`config.mk`:
```
export PLATFORM = sky130hd
export DESIGN_NAME = note_to_piecewise_linear_value_core
export DESIGN_NICKNAME = d
export VERILOG_FILES = /design/src/hw/rtl/ntplv_pkg.sv /design/src/hw/rtl/note_to_piecewise_linear_value_core.sv /design/src/hw/rtl/ntplv_div.sv /design/src/hw/rtl/ntplv_ctrl.sv /design/src/hw/rtl/ntplv_dpath.sv
export VERILOG_INCLUDE_DIRS = /design/src /design/src/hw/rtl
export SDC_FILE = /design/constraint.sdc
export NUM_CORES = 2
export LEC_CHECK = 0
export ABC_AREA = 0
export BUFFER_PORTS_ARGS = -buffer_cell sky130_fd_sc_hd__clkbuf_2
export CORE_MARGIN = 5
export CORE_UTILIZATION = 44
export DETAILED_ROUTE_END_ITERATION = 16
export PLACE_DENSITY = 0.63
export SETUP_SLACK_MARGIN = 0.02
export SKIP_LAST_GASP = 1
export SLEW_MARGIN = 20
export SYNTH_ARGS = -nofsm -noshare
export SYNTH_HDL_FRONTEND = slang
export SYNTH_SLANG_ARGS = --single-unit
```
`constraint.sdc`:
```
create_clock -name clk -period 10.8 [get_ports clk]
set_clock_uncertainty 0.1 [all_clocks]
set_input_delay 2.16 -clock clk [delete_from_list [all_inputs] [get_ports clk]]
set_output_delay 2.16 -clock clk [all_outputs]
set_load 0.005 [all_outputs]
```
`src/hw/rtl/note_to_piecewise_linear_value_core_assert.svh`:
```
// Assertion macros for the note-to-value core.
// Both macros expect signals named clk and rst in the scope where they are used.
`ifndef NOTE_TO_PIECEWISE_LINEAR_VALUE_CORE_ASSERT_SVH
`define NOTE_TO_PIECEWISE_LINEAR_VALUE_CORE_ASSERT_SVH

// Same-cycle implication.
`define NTPLV_ASSERT_IMP(lbl, ante, cons, msg) \
  lbl: assert property (@(posedge clk) disable iff (rst) (ante) |-> (cons)) else $error(msg);

// Next-cycle implication.
`define NTPLV_ASSERT_NXT(lbl, ante, cons, msg) \
  lbl: assert property (@(posedge clk) disable iff (rst) (ante) |=> (cons)) else $error(msg);

`endif

```
`src/hw/rtl/ntplv_pkg.sv`:
```
// Shared types and constants for the note-to-value core.
// No dependencies; imported by every module of the block.
package ntplv_pkg;

  localparam int DEF_NODE_COUNT    = 5;
  localparam int DEF_FRACTION_BITS = 16;

  localparam int KEY_W      = 7;
  localparam int NODE_W     = 25;
  localparam int NODE_VAL_W = 18;
  localparam int VALUE_W    = 25;
  localparam int MODE_W     = 2;
  localparam int DIVR_W     = KEY_W + 1;
  localparam int PROD_W     = NODE_VAL_W + KEY_W + 1;

  localparam int CFG_INDEX_W = 8;
  localparam int CFG_DATA_W  = 25;

  localparam logic [CFG_INDEX_W-1:0] CFG_IDX_SOURCE_MODE = 8'd0;
  localparam logic [CFG_INDEX_W-1:0] CFG_IDX_ROOT        = 8'd1;
  localparam logic [CFG_INDEX_W-1:0] CFG_IDX_SPREAD      = 8'd2;
  localparam int                     CFG_IDX_NODE_BASE   = 3;

  localparam logic [KEY_W-1:0] RST_ROOT   = 7'd60;
  localparam logic [KEY_W-1:0] RST_SPREAD = 7'd12;

  // bit positions inside source_and_mode
  localparam int MODE_BIT_SOURCE   = 0;
  localparam int MODE_BIT_RELATIVE = 1;

  localparam longint VALUE_MAX = 64'sd16777215;

  typedef struct packed {
    logic capture;
    logic rel;
    logic search;
    logic fetch;
    logic mul;
    logic sum;
    logic div_start;
    logic emit;
    logic hit;
  } ctrl_cmd_t;

  typedef struct packed {
    logic mode_rel;
    logic spread_zero;
    logic key_le;
    logic den_zero;
    logic div_done;
  } dp_status_t;

endpackage

```
`src/hw/rtl/note_to_piecewise_linear_value_core.sv`:
```
// Note-to-value core: maps a note-on key (note number or velocity) onto a
// signed fixed-point value, either relative to a root or along a
// piecewise linear curve of NODE_COUNT nodes, with a rounding divider.
// Uses ntplv_pkg, ntplv_ctrl, ntplv_dpath, ntplv_div and the assertion header.
//
// One note-on event at a time goes through the core. The divider width is
// max(7 + FRACTION_BITS, 25) + 3, which is 28 at the defaults. The restoring
// divider delivers one quotient bit a cycle, and in absolute mode the node
// search walks one node a cycle from the second-to-last node down. Items that
// find no node, meet two equal adjacent node keys or see a zero spread skip the
// divider and return the held value with matched low. The result sits in an
// output register, so a finished result may wait on m_tready while the core
// already takes the next event. Configuration must be written through the cfg
// port only while the core is idle; the core itself does not enforce this.
// Register i of the list has index i, and indexes beyond the node registers
// are dropped.
`include "note_to_piecewise_linear_value_core_assert.svh"

module note_to_piecewise_linear_value_core import ntplv_pkg::*; #(
  parameter int NODE_COUNT    = DEF_NODE_COUNT,
  parameter int FRACTION_BITS = DEF_FRACTION_BITS
) (
  input  logic                   clk,
  input  logic                   rst,
  // input stream
  input  logic                   s_tvalid,
  output logic                   s_tready,
  input  logic [15:0]            s_tdata,   // note_number[6:0], note_velocity[13:7], zero pad
  // result stream
  output logic                   m_tvalid,
  input  logic                   m_tready,
  output logic [31:0]            m_tdata,   // mapped_value[24:0], used_key[31:25]
  output logic [0:0]             m_tuser,   // matched[0]
  // configuration write channel
  input  logic                   cfg_valid,
  output logic                   cfg_ready,
  input  logic [CFG_INDEX_W-1:0] cfg_index,
  input  logic [CFG_DATA_W-1:0]  cfg_data
);

  localparam int MAG_W  = ((KEY_W + FRACTION_BITS > PROD_W - 1) ?
                           KEY_W + FRACTION_BITS : PROD_W - 1) + 1;
  localparam int DVD_W  = MAG_W + 2;
  localparam int IDX_W  = $clog2(NODE_COUNT);

  // configuration registers
  logic [MODE_W-1:0] source_and_mode;
  logic [KEY_W-1:0]  relative_root;
  logic [KEY_W-1:0]  relative_spread;
  logic [NODE_W-1:0] nodes [NODE_COUNT];
  logic              cfg_we;

  // internal links
  ctrl_cmd_t                 dp_cmd;
  dp_status_t                dp_status;
  logic [IDX_W-1:0]          node_sel;
  logic                      out_free;
  logic [DVD_W-1:0]          div_dividend;
  logic [DIVR_W-1:0]         div_divisor;
  logic [DVD_W-1:0]          div_quotient;
  logic                      div_done;
  logic signed [VALUE_W-1:0] out_value;
  logic [KEY_W-1:0]          out_key;
  logic                      out_hit;

  assign cfg_ready = 1'b1;
  assign cfg_we    = cfg_valid && cfg_ready;

  always_ff @(posedge clk) begin
    if (rst) begin
      source_and_mode <= '0;
      relative_root   <= RST_ROOT;
      relative_spread <= RST_SPREAD;
    end else if (cfg_we) begin
      unique case (cfg_index)
        CFG_IDX_SOURCE_MODE: source_and_mode <= cfg_data[MODE_W-1:0];
        CFG_IDX_ROOT:        relative_root   <= cfg_data[KEY_W-1:0];
        CFG_IDX_SPREAD:      relative_spread <= cfg_data[KEY_W-1:0];
        default: begin
          // node writes are handled below; anything else is dropped
        end
      endcase
    end
  end

  // Node i resets to an evenly spaced key and a value running from -1 to +1.
  for (genvar i = 0; i < NODE_COUNT; i++) begin : g_node
    localparam longint NodeKey = (127 * i) / (NODE_COUNT - 1);
    localparam longint NodeVal = -(64'sd1 <<< FRACTION_BITS)
                                 + ((64'sd2 <<< FRACTION_BITS) * i) / (NODE_COUNT - 1);
    localparam logic [NODE_W-1:0] NodeRst = {KEY_W'(NodeKey), NODE_VAL_W'(NodeVal)};

    always_ff @(posedge clk) begin
      if (rst) begin
        nodes[i] <= NodeRst;
      end else if (cfg_we && (cfg_index == CFG_INDEX_W'(CFG_IDX_NODE_BASE + i))) begin
        nodes[i] <= cfg_data[NODE_W-1:0];
      end
    end
  end

  // The output register is free when empty or being drained this cycle.
  assign out_free = !m_tvalid || m_tready;

  ntplv_ctrl #(
    .NODE_COUNT (NODE_COUNT)
  ) u_ctrl (
    .clk      (clk),
    .rst      (rst),
    .in_valid (s_tvalid),
    .out_free (out_free),
    .status   (dp_status),
    .in_ready (s_tready),
    .cmd      (dp_cmd),
    .node_sel (node_sel)
  );

  ntplv_dpath #(
    .NODE_COUNT    (NODE_COUNT),
    .FRACTION_BITS (FRACTION_BITS),
    .DVD_W         (DVD_W)
  ) u_dpath (
    .clk             (clk),
    .rst             (rst),
    .cmd             (dp_cmd),
    .node_sel        (node_sel),
    .note_number     (s_tdata[KEY_W-1:0]),
    .note_velocity   (s_tdata[2*KEY_W-1:KEY_W]),
    .source_and_mode (source_and_mode),
    .relative_root   (relative_root),
    .relative_spread (relative_spread),
    .nodes           (nodes),
    .status          (dp_status),
    .div_dividend    (div_dividend),
    .div_divisor     (div_divisor),
    .div_quotient    (div_quotient),
    .div_done        (div_done),
    .out_value       (out_value),
    .out_key         (out_key),
    .out_hit         (out_hit)
  );

  ntplv_div #(
    .DVD_W (DVD_W)
  ) u_div (
    .clk      (clk),
    .rst      (rst),
    .start    (dp_cmd.div_start),
    .dividend (div_dividend),
    .divisor  (div_divisor),
    .quotient (div_quotient),
    .done     (div_done)
  );

  // Hold the result until the consumer takes it; load a new one on emit.
  always_ff @(posedge clk) begin
    if (rst) begin
      m_tvalid <= 1'b0;
    end else if (dp_cmd.emit) begin
      m_tvalid <= 1'b1;
    end else if (m_tready) begin
      m_tvalid <= 1'b0;
    end
  end

  always_ff @(posedge clk) begin
    if (dp_cmd.emit) begin
      m_tdata <= {out_key, out_value};
      m_tuser <= out_hit;
    end
  end

  // A second event must not enter while the first is still in flight.
  `NTPLV_ASSERT_NXT(a_one_in_flight, s_tvalid && s_tready, !s_tready, "event accepted while busy")
  // Never overwrite a result the consumer has not taken.
  `NTPLV_ASSERT_IMP(a_no_overwrite, dp_cmd.emit, out_free, "result register overwritten")
  // An emitted result shows up on the output in the following cycle.
  `NTPLV_ASSERT_NXT(a_emit_visible, dp_cmd.emit, m_tvalid, "emitted result not presented")

endmodule

```
`src/hw/rtl/ntplv_div.sv`:
```
// Restoring unsigned divider, one quotient bit per cycle.
// Uses ntplv_pkg for the divisor width.
module ntplv_div import ntplv_pkg::*; #(
  parameter int DVD_W = 28
) (
  input  logic              clk,
  input  logic              rst,
  input  logic              start,
  input  logic [DVD_W-1:0]  dividend,
  input  logic [DIVR_W-1:0] divisor,
  output logic [DVD_W-1:0]  quotient,
  output logic              done
);

  localparam int CNT_W = $clog2(DVD_W + 1);

  logic              busy;
  logic [CNT_W-1:0]  count;
  logic [DIVR_W-1:0] rem;
  logic [DVD_W-1:0]  quo;
  logic [DIVR_W-1:0] dvs;
  logic [DIVR_W:0]   shifted;
  logic [DIVR_W:0]   trial;

  assign shifted  = {rem, quo[DVD_W-1]};
  assign trial    = shifted - {1'b0, dvs};
  assign quotient = quo;

  always_ff @(posedge clk) begin
    if (rst) begin
      busy  <= 1'b0;
      count <= '0;
      done  <= 1'b0;
    end else begin
      done <= busy && (count == CNT_W'(1));
      if (start) begin
        busy  <= 1'b1;
        count <= CNT_W'(DVD_W);
      end else if (busy) begin
        count <= count - CNT_W'(1);
        if (count == CNT_W'(1)) begin
          busy <= 1'b0;
        end
      end
    end
  end

  always_ff @(posedge clk) begin
    if (start) begin
      rem <= '0;
      quo <= dividend;
      dvs <= divisor;
    end else if (busy) begin
      if (!trial[DIVR_W]) begin
        rem <= trial[DIVR_W-1:0];
        quo <= {quo[DVD_W-2:0], 1'b1};
      end else begin
        rem <= shifted[DIVR_W-1:0];
        quo <= {quo[DVD_W-2:0], 1'b0};
      end
    end
  end

endmodule

```
`src/hw/rtl/ntplv_ctrl.sv`:
```
// Sequencer of the note-to-value core: node search or relative setup, product, divide, emit.
// Uses ntplv_pkg command and status structs.
module ntplv_ctrl import ntplv_pkg::*; #(
  parameter int NODE_COUNT = DEF_NODE_COUNT
) (
  input  logic                          clk,
  input  logic                          rst,
  input  logic                          in_valid,
  input  logic                          out_free,
  input  dp_status_t                    status,
  output logic                          in_ready,
  output ctrl_cmd_t                     cmd,
  output logic [$clog2(NODE_COUNT)-1:0] node_sel
);

  localparam int IDX_W = $clog2(NODE_COUNT);

  localparam logic [3:0] ST_IDLE   = 4'd0;
  localparam logic [3:0] ST_REL    = 4'd1;
  localparam logic [3:0] ST_SEARCH = 4'd2;
  localparam logic [3:0] ST_FETCH  = 4'd3;
  localparam logic [3:0] ST_MUL    = 4'd4;
  localparam logic [3:0] ST_SUM    = 4'd5;
  localparam logic [3:0] ST_START  = 4'd6;
  localparam logic [3:0] ST_DIV    = 4'd7;
  localparam logic [3:0] ST_DONE   = 4'd8;

  logic [3:0]       state, state_next;
  logic [IDX_W-1:0] idx, idx_next;
  logic             hit_flag, hit_flag_next;

  assign in_ready = (state == ST_IDLE);
  assign node_sel = (state == ST_FETCH) ? idx + IDX_W'(1) : idx;

  always_comb begin
    state_next    = state;
    idx_next      = idx;
    hit_flag_next = hit_flag;
    cmd           = '0;
    unique case (state)
      ST_IDLE: begin
        if (in_valid) begin
          cmd.capture = 1'b1;
          idx_next    = IDX_W'(NODE_COUNT - 2);
          state_next  = status.mode_rel ? ST_REL : ST_SEARCH;
        end
      end
      ST_REL: begin
        if (status.spread_zero) begin
          hit_flag_next = 1'b0;
          state_next    = ST_DONE;
        end else begin
          cmd.rel    = 1'b1;
          state_next = ST_START;
        end
      end
      ST_SEARCH: begin
        cmd.search = 1'b1;
        if (status.key_le) begin
          state_next = ST_FETCH;
        end else if (idx == '0) begin
          hit_flag_next = 1'b0;
          state_next    = ST_DONE;
        end else begin
          idx_next = idx - IDX_W'(1);
        end
      end
      ST_FETCH: begin
        cmd.fetch  = 1'b1;
        state_next = ST_MUL;
      end
      ST_MUL: begin
        if (status.den_zero) begin
          hit_flag_next = 1'b0;
          state_next    = ST_DONE;
        end else begin
          cmd.mul    = 1'b1;
          state_next = ST_SUM;
        end
      end
      ST_SUM: begin
        cmd.sum    = 1'b1;
        state_next = ST_START;
      end
      ST_START: begin
        cmd.div_start = 1'b1;
        state_next    = ST_DIV;
      end
      ST_DIV: begin
        if (status.div_done) begin
          hit_flag_next = 1'b1;
          state_next    = ST_DONE;
        end
      end
      ST_DONE: begin
        cmd.hit = hit_flag;
        if (out_free) begin
          cmd.emit   = 1'b1;
          state_next = ST_IDLE;
        end
      end
      default: begin
        state_next = ST_IDLE;
      end
    endcase
  end

  always_ff @(posedge clk) begin
    if (rst) begin
      state    <= ST_IDLE;
      idx      <= '0;
      hit_flag <= 1'b0;
    end else begin
      state    <= state_next;
      idx      <= idx_next;
      hit_flag <= hit_flag_next;
    end
  end

endmodule

```
`src/hw/rtl/ntplv_dpath.sv`:
```
// Datapath of the note-to-value core: key capture, node read, products,
// divider operands, rounding sign, saturation and the held value.
// Uses ntplv_pkg; the divider sits beside it in the top level.
module ntplv_dpath import ntplv_pkg::*; #(
  parameter int NODE_COUNT    = DEF_NODE_COUNT,
  parameter int FRACTION_BITS = DEF_FRACTION_BITS,
  parameter int DVD_W         = 28
) (
  input  logic                          clk,
  input  logic                          rst,
  input  ctrl_cmd_t                     cmd,
  input  logic [$clog2(NODE_COUNT)-1:0] node_sel,
  input  logic [KEY_W-1:0]              note_number,
  input  logic [KEY_W-1:0]              note_velocity,
  input  logic [MODE_W-1:0]             source_and_mode,
  input  logic [KEY_W-1:0]              relative_root,
  input  logic [KEY_W-1:0]              relative_spread,
  input  logic [NODE_W-1:0]             nodes [NODE_COUNT],
  output dp_status_t                    status,
  output logic [DVD_W-1:0]              div_dividend,
  output logic [DIVR_W-1:0]             div_divisor,
  input  logic [DVD_W-1:0]              div_quotient,
  input  logic                          div_done,
  output logic signed [VALUE_W-1:0]     out_value,
  output logic [KEY_W-1:0]              out_key,
  output logic                          out_hit
);

  localparam int NUM_W = DVD_W - 1;
  localparam int MAG_W = DVD_W - 2;

  logic [KEY_W-1:0]             key_reg;
  logic [KEY_W-1:0]             k1, k2;
  logic signed [NODE_VAL_W-1:0] v1, v2;
  logic signed [PROD_W-1:0]     p1, p2;
  logic signed [NUM_W-1:0]      num;
  logic signed [DIVR_W-1:0]     den;
  logic                         neg;
  logic signed [VALUE_W-1:0]    held_value;
  logic [KEY_W-1:0]             held_key;

  logic [NODE_W-1:0]            node_rd;
  logic [KEY_W-1:0]             rd_key;
  logic signed [NODE_VAL_W-1:0] rd_val;
  logic signed [KEY_W:0]        rel_diff;
  logic signed [NUM_W-1:0]      rel_num;
  logic signed [KEY_W:0]        d_hi, d_lo;
  logic [NUM_W-1:0]             num_mag;
  logic [DIVR_W-1:0]            den_mag;
  logic                         pos_over, neg_over;
  logic signed [VALUE_W-1:0]    sat_value;

  assign node_rd = nodes[node_sel];
  assign rd_key  = node_rd[NODE_W-1 -: KEY_W];
  assign rd_val  = node_rd[NODE_VAL_W-1:0];

  assign rel_diff = $signed({1'b0, key_reg}) - $signed({1'b0, relative_root});
  assign rel_num  = {{(NUM_W-KEY_W-1){rel_diff[KEY_W]}}, rel_diff} <<< FRACTION_BITS;
  assign d_hi     = $signed({1'b0, k2}) - $signed({1'b0, key_reg});
  assign d_lo     = $signed({1'b0, key_reg}) - $signed({1'b0, k1});

  assign status.mode_rel    = source_and_mode[MODE_BIT_RELATIVE];
  assign status.spread_zero = (relative_spread == '0);
  assign status.key_le      = (rd_key <= key_reg);
  assign status.den_zero    = (k2 == k1);
  assign status.div_done    = div_done;

  // round to nearest, ties away: q = (2|n| + |d|) / (2|d|)
  assign num_mag      = num[NUM_W-1] ? -num : num;
  assign den_mag      = den[DIVR_W-1] ? -den : den;
  assign div_dividend = DVD_W'({num_mag[MAG_W-1:0], 1'b0}) + DVD_W'(den_mag[KEY_W-1:0]);
  assign div_divisor  = {den_mag[KEY_W-1:0], 1'b0};

  assign pos_over = (div_quotient > DVD_W'(VALUE_MAX));
  assign neg_over = (div_quotient > DVD_W'(VALUE_MAX + 1));

  always_comb begin
    if (neg) begin
      sat_value = neg_over ? -VALUE_W'(VALUE_MAX + 1) : -$signed(div_quotient[VALUE_W-1:0]);
    end else begin
      sat_value = pos_over ? VALUE_W'(VALUE_MAX) : $signed(div_quotient[VALUE_W-1:0]);
    end
  end

  assign out_value = cmd.hit ? sat_value : held_value;
  assign out_key   = cmd.hit ? key_reg : held_key;
  assign out_hit   = cmd.hit;

  always_ff @(posedge clk) begin
    if (cmd.capture) begin
      key_reg <= source_and_mode[MODE_BIT_SOURCE] ? note_velocity : note_number;
    end
    if (cmd.search) begin
      k1 <= rd_key;
      v1 <= rd_val;
    end
    if (cmd.fetch) begin
      k2 <= rd_key;
      v2 <= rd_val;
    end
    if (cmd.mul) begin
      p1 <= PROD_W'(v1) * PROD_W'(d_hi);
      p2 <= PROD_W'(v2) * PROD_W'(d_lo);
    end
    if (cmd.sum) begin
      num <= {{(NUM_W-PROD_W){p1[PROD_W-1]}}, p1} + {{(NUM_W-PROD_W){p2[PROD_W-1]}}, p2};
      den <= $signed({1'b0, k2}) - $signed({1'b0, k1});
    end else if (cmd.rel) begin
      num <= rel_num;
      den <= $signed({1'b0, relative_spread});
    end
    if (cmd.div_start) begin
      neg <= num[NUM_W-1] ^ den[DIVR_W-1];
    end
  end

  always_ff @(posedge clk) begin
    if (rst) begin
      held_value <= '0;
      held_key   <= '0;
    end else if (cmd.emit && cmd.hit) begin
      held_value <= sat_value;
      held_key   <= key_reg;
    end
  end

endmodule
```
# Word level (Yosys, flattened, before mapping)
# Cells that the tools add are included.
# word_totals
output_inout_bits	36
elab_cells	163
reg_bits	410
inputBits	54
# classes
mux	58
n_reduce_logical	25
eq_ne	26
add_sub_neg	13
n_bitwise	2
multipliers	2
n_lt_le_gt_ge	4
# ops
op	count
25-bit two-way mux	6
25-bit binary-select mux with 3-bit select	1
28-bit two-way mux	2
27-bit two-way mux	2
18-bit by 8-bit multiplier with 26-bit output	2
4-bit case mux with 9 select lines	1
8-bit by 3-bit == test with 1-bit output, second input constant	4
7-bit by 7-bit subtractor with 8-bit output	4
27-bit by 7-bit adder with 28-bit output	1
28-bit by 24-bit greater-than comparator with 1-bit output, second input constant	1
28-bit by 25-bit greater-than comparator with 1-bit output, second input constant	1
4-bit two-way mux	7
26-bit by 26-bit adder with 27-bit output	1
26-bit two-way mux	1
26-bit negation	1
25-bit negation	1
8-bit two-way mux	3
1-bit two-way mux	22
7-bit two-way mux	3
4-bit by 3-bit == test with 1-bit output, second input constant	4
8-bit by 2-bit == test with 1-bit output, second input constant	2
3-bit two-way mux	4
2-bit != test, second input constant	6
5-bit two-way mux	2
33 further kinds	48

# Longest topological paths before layout
# logic_depth
depth_word	9
depth_mapped	30
depth_no_buf	29

# Hierarchy
# Synthesis repeated with hierarchy kept, for this count alone.
# hier_totals
cells_unflattened	3252
hier_area_um2	32139.6
# modules_own_cells
module	cells_each	seq_area_each_um2	area_each_um2	n_inst
ntplv_dpath	2402	4994.8	22155.0	1
note_to_piecewise_linear_value_core	556	3833.7	6673.9	1
ntplv_div	200	1381.3	2533.7	1
ntplv_ctrl	94	160.2	777.0	1

# Worst setup path after synthesis
# No wires, ideal clock.
# synth_timing
path_type	register to register
start	register u_dpath.key_reg[0]
end	register u_dpath.p2[24] (data pin)
slack_ns	3.986
stages_incl_launch_ff	28
setup_time_ns	0.266
path_buffers	1
arrival_time_ns	6.448
synth_period_minus_slack_ns	6.814
t_required_ns	10.434
cell_sequence	edfxtp_1 > inv_1 > ha_1 > inv_1 > fa_1 > nand2_1 > nand2_1 > a21oi_1 > o21bai_1 > a21oi_1 > xnor2_1 > clkbuf_1 > and2_1 > fa_1 > fa_1 > fa_1 > inv_1 > fa_1 > inv_1 > ha_1 > o21ai_0 > a21oi_1 > o41ai_1 > o21ai_0 > nor4_1 > o31ai_1 > o41ai_1 > xnor2_1
# synth_via
elab_chain_len	2
# synth_lines
element	line_no	rtl
start, declared	ntplv_dpath.sv:32	logic [KEY_W-1:0] key_reg;
start signal, assigned	ntplv_dpath.sv:91	key_reg <= source_and_mode[MODE_BIT_SOURCE] ? note_velocity : note_number;
7-bit by 7-bit subtractor with 8-bit output	ntplv_dpath.sv:60	assign d_lo = $signed({1'b0, key_reg}) - $signed({1'b0, k1});
18-bit by 8-bit multiplier with 26-bit output	ntplv_dpath.sv:103	p2 <= PROD_W'(v2) * PROD_W'(d_lo);
end signal, assigned	ntplv_dpath.sv:103	
end, declared	ntplv_dpath.sv:35	logic signed [PROD_W-1:0] p1, p2;
# No other way between the ends.
# A chain may end at the register's enable or synchronous reset.

# Worst setup path after layout
# Ends and elaborated chain as after synthesis.

==> out/results.tsv <==
stage	metric	value	unit
outcome	run_status	completed	
floorplanning	die_area	0.0745	sq mm
worst_setup_path	path_buf_inv	5	
floorplanning	fp-row-count	96	
synthesis	ys_seq_elements	410	
clock_tree	cts.hold.buffers_added	0	
global_route	grt_util_all_layers	19.5	%
worst_setup_path	crit_top_cell	fa_1	
worst_setup_path	critPathLaunchType	register	
placed_design	gp_congestion	0.858	
synthesis	syn_inst	3231	
synthesis	ys_seq_area_share	34.0	%
final_layout	largest_reg_flops	125	
worst_setup_path	slowest_stage	o41ai_1	
global_route	grt_pass1_wl	118000	um
placed_design	dp_hpwl	54500	um
timing	final.setup.tns	0	ns
job	maxCapViolations	0	
worst_setup_path	cpPeakStageDelay	0.70	ns
floorplanning	num_io_pins	90	
synthesis	synth_edf_count	213	
worst_setup_path	r2r_setup_slack	3.00	ns
routing	drt_pre_antenna_iters	5	
clock_tree	cts_buffer_depth	3	
timing	setup_viol	0	
clock_tree	clkTransAtPathRegs	0.06	ns
worst_hold_path	hold_path_depth	2	
timing	grt_setup_unrepaired	false	
synthesis	yosys_warnings	0	
timing	finalMaxSlewViolations	0	
floorplanning	die_h	273	um
synthesis	syn_avg_cell_area	9.41	sq um
timing	hold_violations	0	
synthesis	synthFlopType	edfxtp_1	
worst_setup_path	critPathArrivalTime	8.02	ns
clock_tree	clock_sinks	410	
final_layout	drive_above_1_share	8.50	%
global_route	grt_pass1_vias	21798	
global_route	grt-ovfl-total	0	
global_route	grt_max_degree	98	
timing	fmax	0.128	GHz
timing	finalCriticalPeriod	7.80	ns
worst_setup_path	cp_top_family	adder cells	
clock_tree	clock-root-buffer	clkbuf_16	
floorplanning	start_util	44.3	%
clock_tree	cts.repair.resized	0	
final_layout	fin_nets	3741	
clock_tree	post_cts_buffers	0	
worst_setup_path	critPathKind	register to register	
worst_hold_path	hold_path_class	register to register	
timing	fin_crit_sh	72.3	%
routing	antenna_left	0	
clock_tree	htreeDepth	2	
global_route	antenna_found_initial	1	
worst_setup_path	rr_worst_depth	27	
synthesis	synth.distinct_cells	83	
clock_tree	cts_tree	yes	
final_layout	final_cell_mix	nand2_1, inv_1, fa_1, edfxtp_1, a21oi_1	
synthesis	synth_top_area_cell	edfxtp_1	
final_layout	diodes	0	
routing	wl_per_cell	17.1	um
placed_design	portBuffers	86	
clock_tree	numCtsBuffers	45	
synthesis	synth.net_count	3702	
worst_setup_path	crit_required	11.02	ns
clock_tree	clk_latency	0.57	ns
final_layout	fillers	6473	
worst_setup_path	worstSetupEndpointType	register	
worst_setup_path	worstPathMaxFanout	18	
routing	vias	22071	
final_layout	syn_to_final_growth	10.1	%
timing	maxSlewHeadroom	24.7	%
synthesis	synth_area	0.0304	sq mm
routing	drc	0	
timing	tightest_slew	1.13	ns
synthesis	async_flop_share	0	%
routing	drt_iter0_drc	1364	
routing	vias_per_cell	5.21	
final_layout	regMostFlops	nodes	
floorplanning	die_w	273	um
floorplanning	core-area	0.0686	sq mm
worst_setup_path	cp.depth	27	
final_layout	final_common_cell	nand2_1	
routing	routed_wl	72300	um
synthesis	synthTopCellsByArea	edfxtp_1, fa_1, dfxtp_1	
synthesis	synth_top_area_share	21.0	%
==> synthesized netlist by cell type, drive strengths merged (39+ instances only) <==
| cell | instances |
|---|---|
| nand2 | 461 |
| a21oi | 212 |
| dfxtp | 197 |
| and2 | 188 |
| xnor2 | 105 |
| o21ai | 157 |
| nand3b | 39 |
| edfxtp | 213 |
| nor2 | 173 |
| ha | 180 |
| inv | 379 |
| nor3 | 42 |
| nor2b | 62 |
| xor2 | 43 |
| fa | 237 |
| clkbuf | 121 |
==> stage by stage <==
| step | area, sq um | hold WS, ns | cells | utilization [%] | setup WS, ns |
|---|---|---|---|---|---|
| final | 33500 | 0.351 | 4237 | 48.8 | 3.00 |
| after global routing | 33500 | 0.367 | 4237 | 48.8 | 2.41 |
| after CTS | 33500 | 0.352 | 4237 | 48.8 | 2.95 |
| after detailed placement | 31900 | 0.344 | 4154 | 46.5 | 2.95 |
| after global placement | 31900 | 0.340 | 4154 | 46.5 | 3.00 |
| after floorplan | 30400 | 0.332 | 3231 | - | 3.99 |
==> cell type report <==
class	count	area (sq um)	area share, %
Sequential cell	410	10300	30.9
Tap cell	931	1160	3.48
Clock inverter	24	287	0.856
Inverter	380	1430	4.26
Multi-Input combinational cell	2314	18300	54.6
Clock buffer	59	1290	3.87
Timing Repair Buffer	119	684	2.04
==> logic make-up after synthesis <==
group | share of synthesized area, %
compound gates | 11.3
mux | 2.84
other cells | 0.0123
xor+xnor | 4.26
fa+ha+maj | 23.0
flops | 34.0
buf+inv | 6.30
simple gates | 18.2
==> final timing paths <==
kind | to | startpoint
hold / removal | nodes[99]$_SDFFE_PP0P_ | nodes[99]$_SDFFE_PP0P_
setup reg to reg | u_dpath.p2[24]$_DFFE_PP_ | u_dpath.key_reg[0]$_DFFE_PP_
hold reg to reg | nodes[99]$_SDFFE_PP0P_ | nodes[99]$_SDFFE_PP0P_
setup / recovery | u_dpath.p2[24]$_DFFE_PP_ | u_dpath.key_reg[0]$_DFFE_PP_
==> layer usage <==
layer,share of wire [%],routed length (um),vias to the layer above,GRT usage [%]
li1,-,-,10843,-
met3,4.7,3380,102,3.02
met1,45,32800,10662,26.7
met4,2.4,1730,2,4.51
met5,0.028,20,-,0
met2,47,34300,462,32.9
==> worst min-delay path, cell delays in order, from the launching register on <==
cell and delay [ns]:
dfxtp_1 0.30, nand2_1 0.05, a21oi_1 0.05
Power is left out: the tool's default activity adds up to more than one toggle a clock period on the data nets, which glitch-free logic cannot reach.
